File: config.mk
export PLATFORM = sky130hd
export DESIGN_NAME = ohs_probe_ctrl
export DESIGN_NICKNAME = d
export VERILOG_FILES = /design/src/rtl/core/ohs_pkg.sv /design/src/rtl/core/ohs_probe_ctrl.sv
export SDC_FILE = /design/constraint.sdc
export NUM_CORES = 1
export LEC_CHECK = 0
export ABC_CLOCK_PERIOD_IN_PS = 3500
export BUFFER_PORTS_ARGS = -buffer_cell sky130_fd_sc_hd__buf_2
export CAP_MARGIN = 20
export CORE_MARGIN = 2
export CORE_UTILIZATION = 47
export CTS_CLUSTER_DIAMETER = 50
export CTS_CLUSTER_SIZE = 24
export DETAILED_ROUTE_END_ITERATION = 6
export GPL_TIMING_DRIVEN = 0
export PLACE_DENSITY = 0.79
export SYNTH_ARGS = -nofsm -noshare
export SYNTH_HDL_FRONTEND = slang
export SYNTH_SLANG_ARGS = --single-unit
File: constraint.sdc
create_clock -name clk -period 3.5 [get_ports clk]
set_input_delay 0.525 -clock clk [delete_from_list [all_inputs] [get_ports clk]]
set_output_delay 0.525 -clock clk [all_outputs]
set_load 0.01 [all_outputs]
File: src/rtl/core/ohs_pkg.sv
// ----------------------------------------------------------------------------
// ohs_pkg
// Shared constants, codes and types of the open-addressing hash set.
// ----------------------------------------------------------------------------
package ohs_pkg;

  localparam int TABLE_DEPTH = 1024;
  localparam int IDX_W       = $clog2(TABLE_DEPTH);
  localparam int CNT_W       = $clog2(TABLE_DEPTH + 1);
  localparam int LG_MAX      = $clog2(TABLE_DEPTH + 1) - 1;
  localparam int LGE_W       = $clog2(LG_MAX + 1);
  localparam int KEY_W       = 64;
  localparam int HASH_W      = 32;
  localparam int LG_W        = 4;
  localparam int LIVE_W      = 11;
  localparam int LIVE_MAX    = (1 << LIVE_W) - 1;
  localparam logic [LG_W-1:0] LG_RESET = 4'd10;

  typedef enum logic [1:0] {
    CMD_INSERT   = 2'd0,
    CMD_REMOVE   = 2'd1,
    CMD_CONTAINS = 2'd2
  } cmd_t;

  typedef enum logic [2:0] {
    OUT_INSERTED    = 3'd0,
    OUT_PRESENT     = 3'd1,
    OUT_FULL        = 3'd2,
    OUT_REMOVED     = 3'd3,
    OUT_REMOVE_MISS = 3'd4,
    OUT_FOUND       = 3'd5,
    OUT_ABSENT      = 3'd6
  } outcome_t;

  typedef enum logic [1:0] {
    ST_CLEAR,
    ST_IDLE,
    ST_PROBE
  } state_t;

  typedef struct packed {
    logic             occupied;
    logic             tombstone;
    logic [KEY_W-1:0] key;
  } slot_t;

  typedef struct packed {
    logic             wr_en;
    logic [IDX_W-1:0] wr_addr;
    slot_t            wr_data;
    logic [IDX_W-1:0] rd_addr;
  } ram_req_t;

  typedef struct packed {
    logic              valid;
    outcome_t          outcome;
    logic [LIVE_W-1:0] live;
  } result_t;

endpackage

File: src/rtl/core/ohs_probe_ctrl.sv
// ----------------------------------------------------------------------------
// ohs_probe_ctrl
// Sequencer: clears the marks after reset, then walks the probe sequence of
// each item one slot per cycle and writes back the modified slot.
// ----------------------------------------------------------------------------
module ohs_probe_ctrl (
  input  logic                        clk,
  input  logic                        rst_n,
  input  logic                        in_valid,
  output logic                        in_stall,
  input  logic [1:0]                  in_command,
  input  logic [ohs_pkg::KEY_W-1:0]   in_element_key,
  input  logic [ohs_pkg::HASH_W-1:0]  in_hash_value,
  input  logic [ohs_pkg::LG_W-1:0]    bucket_count_log2,
  input  logic                        out_free,
  input  ohs_pkg::slot_t              rd_data,
  output ohs_pkg::ram_req_t           ram_req,
  output ohs_pkg::result_t            res
);

  ohs_pkg::state_t                state_r, state_nxt;
  logic [ohs_pkg::IDX_W-1:0]      clr_addr_r, clr_addr_nxt;
  logic [1:0]                     cmd_r, cmd_nxt;
  logic [ohs_pkg::KEY_W-1:0]      key_r, key_nxt;
  logic [ohs_pkg::IDX_W-1:0]      idx_r, idx_nxt;
  logic [ohs_pkg::CNT_W-1:0]      probe_cnt_r, probe_cnt_nxt;
  logic                           tomb_seen_r, tomb_seen_nxt;
  logic [ohs_pkg::IDX_W-1:0]      tomb_idx_r, tomb_idx_nxt;
  logic [ohs_pkg::CNT_W-1:0]      live_r, live_nxt;

  logic [ohs_pkg::LGE_W-1:0]      lg_eff;
  logic [ohs_pkg::CNT_W-1:0]      n_buckets;
  logic [ohs_pkg::IDX_W-1:0]      mask;
  logic [ohs_pkg::IDX_W-1:0]      idx_step;
  logic [ohs_pkg::IDX_W-1:0]      tomb_pick;
  logic                           slot_empty;
  logic                           slot_hit;
  logic                           last_probe;
  logic                           fin;
  logic                           do_wr;
  logic [ohs_pkg::IDX_W-1:0]      wr_addr;
  ohs_pkg::slot_t                 wr_slot;
  ohs_pkg::outcome_t              outc;
  logic [ohs_pkg::CNT_W-1:0]      live_calc;

  always_comb begin
    if (int'(bucket_count_log2) > ohs_pkg::LG_MAX) begin
      lg_eff = ohs_pkg::LGE_W'(ohs_pkg::LG_MAX);
    end else begin
      lg_eff = ohs_pkg::LGE_W'(bucket_count_log2);
    end
  end

  assign n_buckets  = ohs_pkg::CNT_W'(1) << lg_eff;
  assign mask       = ohs_pkg::IDX_W'(n_buckets - ohs_pkg::CNT_W'(1));
  assign idx_step   = (idx_r + ohs_pkg::IDX_W'(1)) & mask;
  assign tomb_pick  = tomb_seen_r ? tomb_idx_r : idx_r;
  assign slot_empty = !rd_data.occupied && !rd_data.tombstone;
  assign slot_hit   = rd_data.occupied && !rd_data.tombstone && (rd_data.key == key_r);
  assign last_probe = (probe_cnt_r + ohs_pkg::CNT_W'(1)) == n_buckets;

  // probe decision for the slot now on the read port
  always_comb begin
    fin           = 1'b0;
    do_wr         = 1'b0;
    wr_addr       = idx_r;
    wr_slot       = '0;
    outc          = ohs_pkg::OUT_ABSENT;
    live_calc     = live_r;
    tomb_seen_nxt = tomb_seen_r;
    tomb_idx_nxt  = tomb_idx_r;
    case (cmd_r)
      ohs_pkg::CMD_INSERT: begin
        wr_slot.occupied = 1'b1;
        wr_slot.key      = key_r;
        if (slot_empty) begin
          fin       = 1'b1;
          do_wr     = 1'b1;
          wr_addr   = tomb_pick;
          outc      = ohs_pkg::OUT_INSERTED;
        end else if (rd_data.tombstone) begin
          if (!tomb_seen_r) begin
            tomb_seen_nxt = 1'b1;
            tomb_idx_nxt  = idx_r;
          end
          if (last_probe) begin
            fin     = 1'b1;
            do_wr   = 1'b1;
            wr_addr = tomb_pick;
            outc    = ohs_pkg::OUT_INSERTED;
          end
        end else if (rd_data.key == key_r) begin
          fin  = 1'b1;
          outc = ohs_pkg::OUT_PRESENT;
        end else if (last_probe) begin
          fin = 1'b1;
          if (tomb_seen_r) begin
            do_wr   = 1'b1;
            wr_addr = tomb_idx_r;
            outc    = ohs_pkg::OUT_INSERTED;
          end else begin
            outc = ohs_pkg::OUT_FULL;
          end
        end
        if (do_wr) begin
          live_calc = live_r + ohs_pkg::CNT_W'(1);
        end
      end
      ohs_pkg::CMD_REMOVE: begin
        wr_slot.tombstone = 1'b1;
        wr_slot.key       = rd_data.key;
        if (slot_hit) begin
          fin   = 1'b1;
          do_wr = 1'b1;
          outc  = ohs_pkg::OUT_REMOVED;
          if (live_r != '0) begin
            live_calc = live_r - ohs_pkg::CNT_W'(1);
          end
        end else if (slot_empty || last_probe) begin
          fin  = 1'b1;
          outc = ohs_pkg::OUT_REMOVE_MISS;
        end
      end
      ohs_pkg::CMD_CONTAINS: begin
        if (slot_hit) begin
          fin  = 1'b1;
          outc = ohs_pkg::OUT_FOUND;
        end else if (slot_empty || last_probe) begin
          fin  = 1'b1;
          outc = ohs_pkg::OUT_ABSENT;
        end
      end
      default: begin
        fin = 1'b1;
      end
    endcase
  end

  always_comb begin
    state_nxt      = state_r;
    clr_addr_nxt   = clr_addr_r;
    cmd_nxt        = cmd_r;
    key_nxt        = key_r;
    idx_nxt        = idx_r;
    probe_cnt_nxt  = probe_cnt_r;
    live_nxt       = live_r;
    in_stall       = 1'b1;
    ram_req        = '0;
    ram_req.rd_addr = idx_r;
    res            = '0;
    case (state_r)
      ohs_pkg::ST_CLEAR: begin
        ram_req.wr_en   = 1'b1;
        ram_req.wr_addr = clr_addr_r;
        clr_addr_nxt    = clr_addr_r + ohs_pkg::IDX_W'(1);
        if (clr_addr_r == ohs_pkg::IDX_W'(ohs_pkg::TABLE_DEPTH - 1)) begin
          state_nxt = ohs_pkg::ST_IDLE;
        end
      end
      ohs_pkg::ST_IDLE: begin
        in_stall        = 1'b0;
        ram_req.rd_addr = in_hash_value[ohs_pkg::IDX_W-1:0] & mask;
        if (in_valid) begin
          cmd_nxt       = in_command;
          key_nxt       = in_element_key;
          idx_nxt       = in_hash_value[ohs_pkg::IDX_W-1:0] & mask;
          probe_cnt_nxt = '0;
          state_nxt     = ohs_pkg::ST_PROBE;
        end
      end
      ohs_pkg::ST_PROBE: begin
        if (fin) begin
          if (out_free) begin
            ram_req.wr_en   = do_wr;
            ram_req.wr_addr = wr_addr;
            ram_req.wr_data = wr_slot;
            live_nxt        = live_calc;
            res.valid       = 1'b1;
            res.outcome     = outc;
            if (int'(live_calc) > ohs_pkg::LIVE_MAX) begin
              res.live = ohs_pkg::LIVE_W'(ohs_pkg::LIVE_MAX);
            end else begin
              res.live = ohs_pkg::LIVE_W'(live_calc);
            end
            state_nxt = ohs_pkg::ST_IDLE;
          end
        end else begin
          idx_nxt         = idx_step;
          probe_cnt_nxt   = probe_cnt_r + ohs_pkg::CNT_W'(1);
          ram_req.rd_addr = idx_step;
        end
      end
      default: begin
        state_nxt = ohs_pkg::ST_CLEAR;
      end
    endcase
  end

  always_ff @(posedge clk) begin
    if (!rst_n) begin
      state_r     <= ohs_pkg::ST_CLEAR;
      clr_addr_r  <= '0;
      live_r      <= '0;
      tomb_seen_r <= 1'b0;
    end else begin
      state_r     <= state_nxt;
      clr_addr_r  <= clr_addr_nxt;
      live_r      <= live_nxt;
      tomb_seen_r <= (state_r == ohs_pkg::ST_PROBE) ? tomb_seen_nxt : 1'b0;
    end
  end

  always_ff @(posedge clk) begin
    cmd_r       <= cmd_nxt;
    key_r       <= key_nxt;
    idx_r       <= idx_nxt;
    probe_cnt_r <= probe_cnt_nxt;
    tomb_idx_r  <= tomb_idx_nxt;
  end

endmodule

== Word level (Yosys, flattened, before mapping) ==
Index checks and enable logic that the tools add are counted.

* Register bits after elaboration: 121
* Output and inout port bits: 103
* Word-level logic and storage cells: 109

* $add $sub $neg: 6
* Magnitude comparators: 1
* Equality and inequality tests: 12
* Shifts and indexed selects: 1
* Multiplexer cells: 59
* Bitwise operators: 3
* Reductions and logical operators: 18

{| class="wikitable"
|+ Operators by type and width
! cell !! number
|-
| $mux 77 || 2
|-
| $pmux 64 s2 || 1
|-
| $mux 10 || 8
|-
| $mux 66 || 1
|-
| $pmux 11 s2 || 3
|-
| $eq 64x64->1 || 1
|-
| $mux 11 || 5
|-
| $mux 15 || 3
|-
| $pmux 10 s2 || 2
|-
| $add 11x1->11 const B || 2
|-
| $add 10x1->10 const B || 2
|-
| $and 10x10->10 || 2
|-
| $mux 3 || 6
|-
| $mux 1 || 16
|-
| $mux 2 || 7
|-
| $eq 11x11->1 || 1
|-
| $reduce_bool 11->1 || 1
|-
| $shl 1x4->11 const A || 1
|-
| $sub 11x1->11 const B || 1
|-
| $eq 10x10->1 const B || 1
|-
| $ne 2x2->1 const B || 5
|-
| $sub 10x1->10 const B || 1
|-
| $pmux 3 s3 || 1
|-
| $reduce_and 3->1 || 3
|-
| other kinds (15) || 24
|}

== Logic depth before layout (Yosys ltp) ==
* Depth after elaboration: 14
* Mapped depth: 14
* Gate-level depth less buffers: 13

== Worst setup path after synthesis ==
OpenSTA, ideal clock, no wires.

* Path type: flip-flop to flip-flop
* From: reg state_r[1]
* To: reg probe_cnt_r[0] (netlist bit), enable pin
* Library setup time: 0.396 ns
* Arrival: 3.472 ns
* Path slack: -0.368 ns
* Stages on the path, launching flop included: 6
* Buffers on the path: 0
* Path through: dfxtp_1 inv_1 ha_1 and2_1 a21o_1 a21boi_0

* Cells in the longest elaborated chain, start to end: 3

{| class="wikitable"
|+ RTL lines
! element !! line !! source
|-
| start, declared || ohs_probe_ctrl.sv:21 || <nowiki>ohs_pkg::state_t state_r, state_nxt;</nowiki>
|-
| start signal, assigned || ohs_probe_ctrl.sv:201 || <nowiki>state_r <= ohs_pkg::ST_CLEAR;</nowiki>
|-
| start signal, assigned || ohs_probe_ctrl.sv:206 || <nowiki>state_r <= state_nxt;</nowiki>
|-
| $eq 2x2->1 / $eq 2x1->1 (equally long branches) || ohs_probe_ctrl.sv:151 || <nowiki>case (state_r)</nowiki>
|-
| $ne 2x2->1 (no line) / $reduce_bool 2->1 (equally long branches) || -- ||
|-
| $reduce_and 3->1 (no line) * || -- ||
|-
| end signal, assigned || ohs_probe_ctrl.sv:217 || <nowiki>probe_cnt_r <= probe_cnt_nxt;</nowiki>
|-
| end, declared || ohs_probe_ctrl.sv:26 || <nowiki>logic [ohs_pkg::CNT_W-1:0] probe_cnt_r, probe_cnt_nxt;</nowiki>
|}

Every way passes the cells marked *; elsewhere a longest branch is shown, timed or not.
A chain may end at the register's enable or synchronous reset.

==> results.toml <==
[floorplanning]
io-pin-count = 275
dieHeight_um = 136
start_util = 0.476
die_area_sq_um = 18400
die_w_um = 136
coreArea_sq_um = 17100
std_cell_rows = 48

[route]
viasPerCell = 6.30
drt.antenna.violating_nets = 0
vias = 9052
first_pass_iters = 6
wl_per_cell_um = 22.3
drcViolationCount = 0
drtIter0Drc = 919
routed_wl_um = 32100

[critical_path]
endpoint_kind = "primary output"
cp_max_fo = 7
critical_path_class = "register to primary output"
r2r_start = "probe_cnt_r[7]"
r2r_end = "probe_cnt_r[7]"
critPathRequiredTime_ns = 2.97
rrSetupSlack_ns = 0.07
cp-start-kind = "register"
r2r_cells = 13
worst_ep_arrival_time_ns = 3.67

[power]
power.density_nw_per_um2 = 307
design_power_total_uw = 3740
p_sw_uw = 952
clkPwrFrac = 0.473
peakVddDrop_mv = 0.324
pwr-share-comb = 0.104
intPower_uw = 2790
switching_share = 0.255
leakage_uw = 0.00499
seq_power_share = 0.424

[sta]
period_share = 1.20
worst_slack_ns = -0.698
period_minus_slack_ns = 4.20
rsz0062_at_grt = "yes"
hold_viol = 0
slew-limit-headroom = 0.377
fin_skew_ns = 0.0118
drv_slew = 0
tightest_slew_ns = 0.935
max_freq_mhz = 238
finalSetupViolations = 101
whs_ns = 0.265

[place]
placedCellCount = 1336
routabilityCongestion = 0.942
dpl.hpwl_um = 20600
place_area_sq_um = 9700
numPortBuffers = 252

[logic_synthesis]
ys_ff_latch = 121
synth-edff-count = 97
ys.flop_type = "edfxtp_1"
yosysTopAreaCell = "edfxtp_1"
syn_nets = 1044
yosysUniqueCellTypes = 79
async_reset_ff_frac = 0
avgSynthCellArea_sq_um = 9.50
synth.top_cell.area_share = 0.357
synthCells = 858
ys_warn_count = 0
yosys-top-cells-area = "edfxtp_1, a22o_1, dfxtp_1, xor2_1, o21ai_0"
syn_area_sq_um = 8150
synth-seq-area-share = 0.416

[layout]
final_net_count = 1382
instances_no_fill = 1436
final_cell_area_sq_um = 12200
final_common_cell = "buf_2"
post-route-util = 0.711
area_growth_pct = 49.2
drive_above_1_share = 0.421
fill_cells = 1210
layout_common_cells = "buf_2, edfxtp_1, a22o_1"

[global_route]
grt_pass1_wl_um = 45300
grt_pass1_vias = 8379
antenna_found_initial = 3
grt_max_degree = 68
overflow = 0
grt_usage = 0.324

[run_status]
violations = "negative setup slack"
status = "complete, but fails checks"

[worst_hold_path]
hold_start = "in_element_key[62]"
worstHoldEndpoint = "key_r[62]"
hold-path-cell-count = 1
hold_path_class = "primary input to register"

[cts]
cts_tree = "done"
clock_latency_ns = 0.43
root_buffer = "clkbuf_16"
cts_num_sinks = 121
path_clk_slew_ns = 0.06
cts-hold-fix-buffers = 0
htreeDepth = 4
cts_inserted_buffers = 17
clockBufferDepth = 2

[run]
maxCapViolCount = 0
-- registers in the layout (all words and copies together) (netlist names) --
register     cells
tomb_idx_r      10
tomb_seen_r      1
key_r           64
live_r          11
state_r          2
probe_cnt_r     11
clr_addr_r      10
cmd_r            2
idx_r           10
-- routing by layer --
| metal | wire [um] | track usage | up-vias |
|---|---|---|---|
| li1 | - | - | 3978 |
| met1 | 11700 | 0.400 | 4210 |
| met3 | 3410 | 0.0774 | 148 |
| met5 | 0 | 0 | - |
| met4 | 1520 | 0.135 | 0 |
| met2 | 15500 | 0.543 | 716 |
-- stage by stage --
step / setup slack, ns / setup TNS [ns]
6_report: -0.698 / -52.60
5_1_grt: -0.766 / -63.37
4_1_cts: -0.539 / -45.99
3_5_place_dp: -1.28 / -115.46
3_3_place_gp: -1.28 / -116.65
2_1_floorplan: 0.0294 / 0
-- worst max-delay path: stages (launching register included) --
cell and delay [ns]:
edfxtp_1 0.41, xor2_1 0.17, nor4_2 0.38, nand4_1 0.22
nor4_4 0.43, nand3_2 0.18, o211a_4 0.20, buf_6 0.12
buf_6 0.12, clkbuf_16 0.16, nor4bb_4 0.28, a311oi_1 0.09
a21oi_1 0.28, buf_2 0.20
-- cells in the mapped netlist (4+ instances only) --
cell	instances
a22o_1	67
o22ai_1	7
buf_4	5
nand4_1	9
o211ai_1	7
ha_1	14
xnor2_1	18
buf_2	14
clkbuf_1	29
xor2_1	46
o31ai_1	5
a221oi_1	4
a31oi_1	18
and2_1	12
o211a_1	4
mux2_2	8
or3_1	7
buf_1	4
mux2i_1	19
nor4_1	19
nand2b_1	7
a41oi_1	4
nor2b_1	10
nand3b_1	6
a21o_1	6
and3_1	10
o221ai_1	4
or4_1	4
o21ai_0	50
dfxtp_1	24
nor2_1	56
a21oi_1	36
nor3_1	26
or2_2	7
nand3_1	30
inv_1	36
edfxtp_1	97
a211oi_1	6
nand2_1	63
-- power by group through the flow --
| stage | Sequential, uW | Clock (uW) | Combinational [uW] |
|---|---|---|---|
| 5_1_grt | 1590 | 1820 | 414 |
| 4_1_cts | 1580 | 1760 | 358 |
| 2_1_floorplan | 1610 | 0 | 150 |
| 3_5_place_dp | 1610 | 0 | 309 |
| 6_report | 1580 | 1770 | 387 |
| 3_3_place_gp | 1610 | 0 | 302 |
-- area by class of cell --
class | instances | area (sq um) | area share
clock buffer | 17 | 425 | 0.0350
tap | 225 | 282 | 0.0231
timing repair buffer | 321 | 2160 | 0.178
inverter | 38 | 154 | 0.0127
sequential | 121 | 3390 | 0.279
buffer | 50 | 437 | 0.0359
multi-input combinational | 647 | 5160 | 0.424
clock inverter | 14 | 148 | 0.0121
antenna | 3 | 7.51 | 0.000617
-- worst max path at each step --
stage | slack [ns] | end | start | depth (start not counted)
finish | -0.70 | res[8] | key_r[20] | 13
global route | -0.77 | res[8] | key_r[44] | 13
CTS | -0.54 | ram_req[55] | key_r[3] | 13
detailed placement | -1.28 | ram_req[55] | rd_data[25] | 12
global placement | -1.28 | ram_req[50] | rd_data[25] | 12
floorplan | 0.03 | res[9] | bucket_count_log2[2] | 11
-- repair_timing --
item                                    CTS  global route
pin swaps                                41            32
setup buffers                            40            18
endpoints found under the setup margin  136           112
resized for setup                       215            70
gates cloned                              6             5
-- cells by family (layout without fill, tap and decap cells) --
logic type      after synthesis  in the layout  share of synthesized area
fa+ha+maj                    14             14                     0.0215
xor+xnor                     65             65                     0.0715
flops                       121            121                      0.416
other cells                   0              3                          0
buf+inv                      90            440                     0.0459
mux                          27             27                     0.0344
simple gates                287            287                      0.185
compound gates              254            254                      0.226
(Power assumes the default switching activity.)
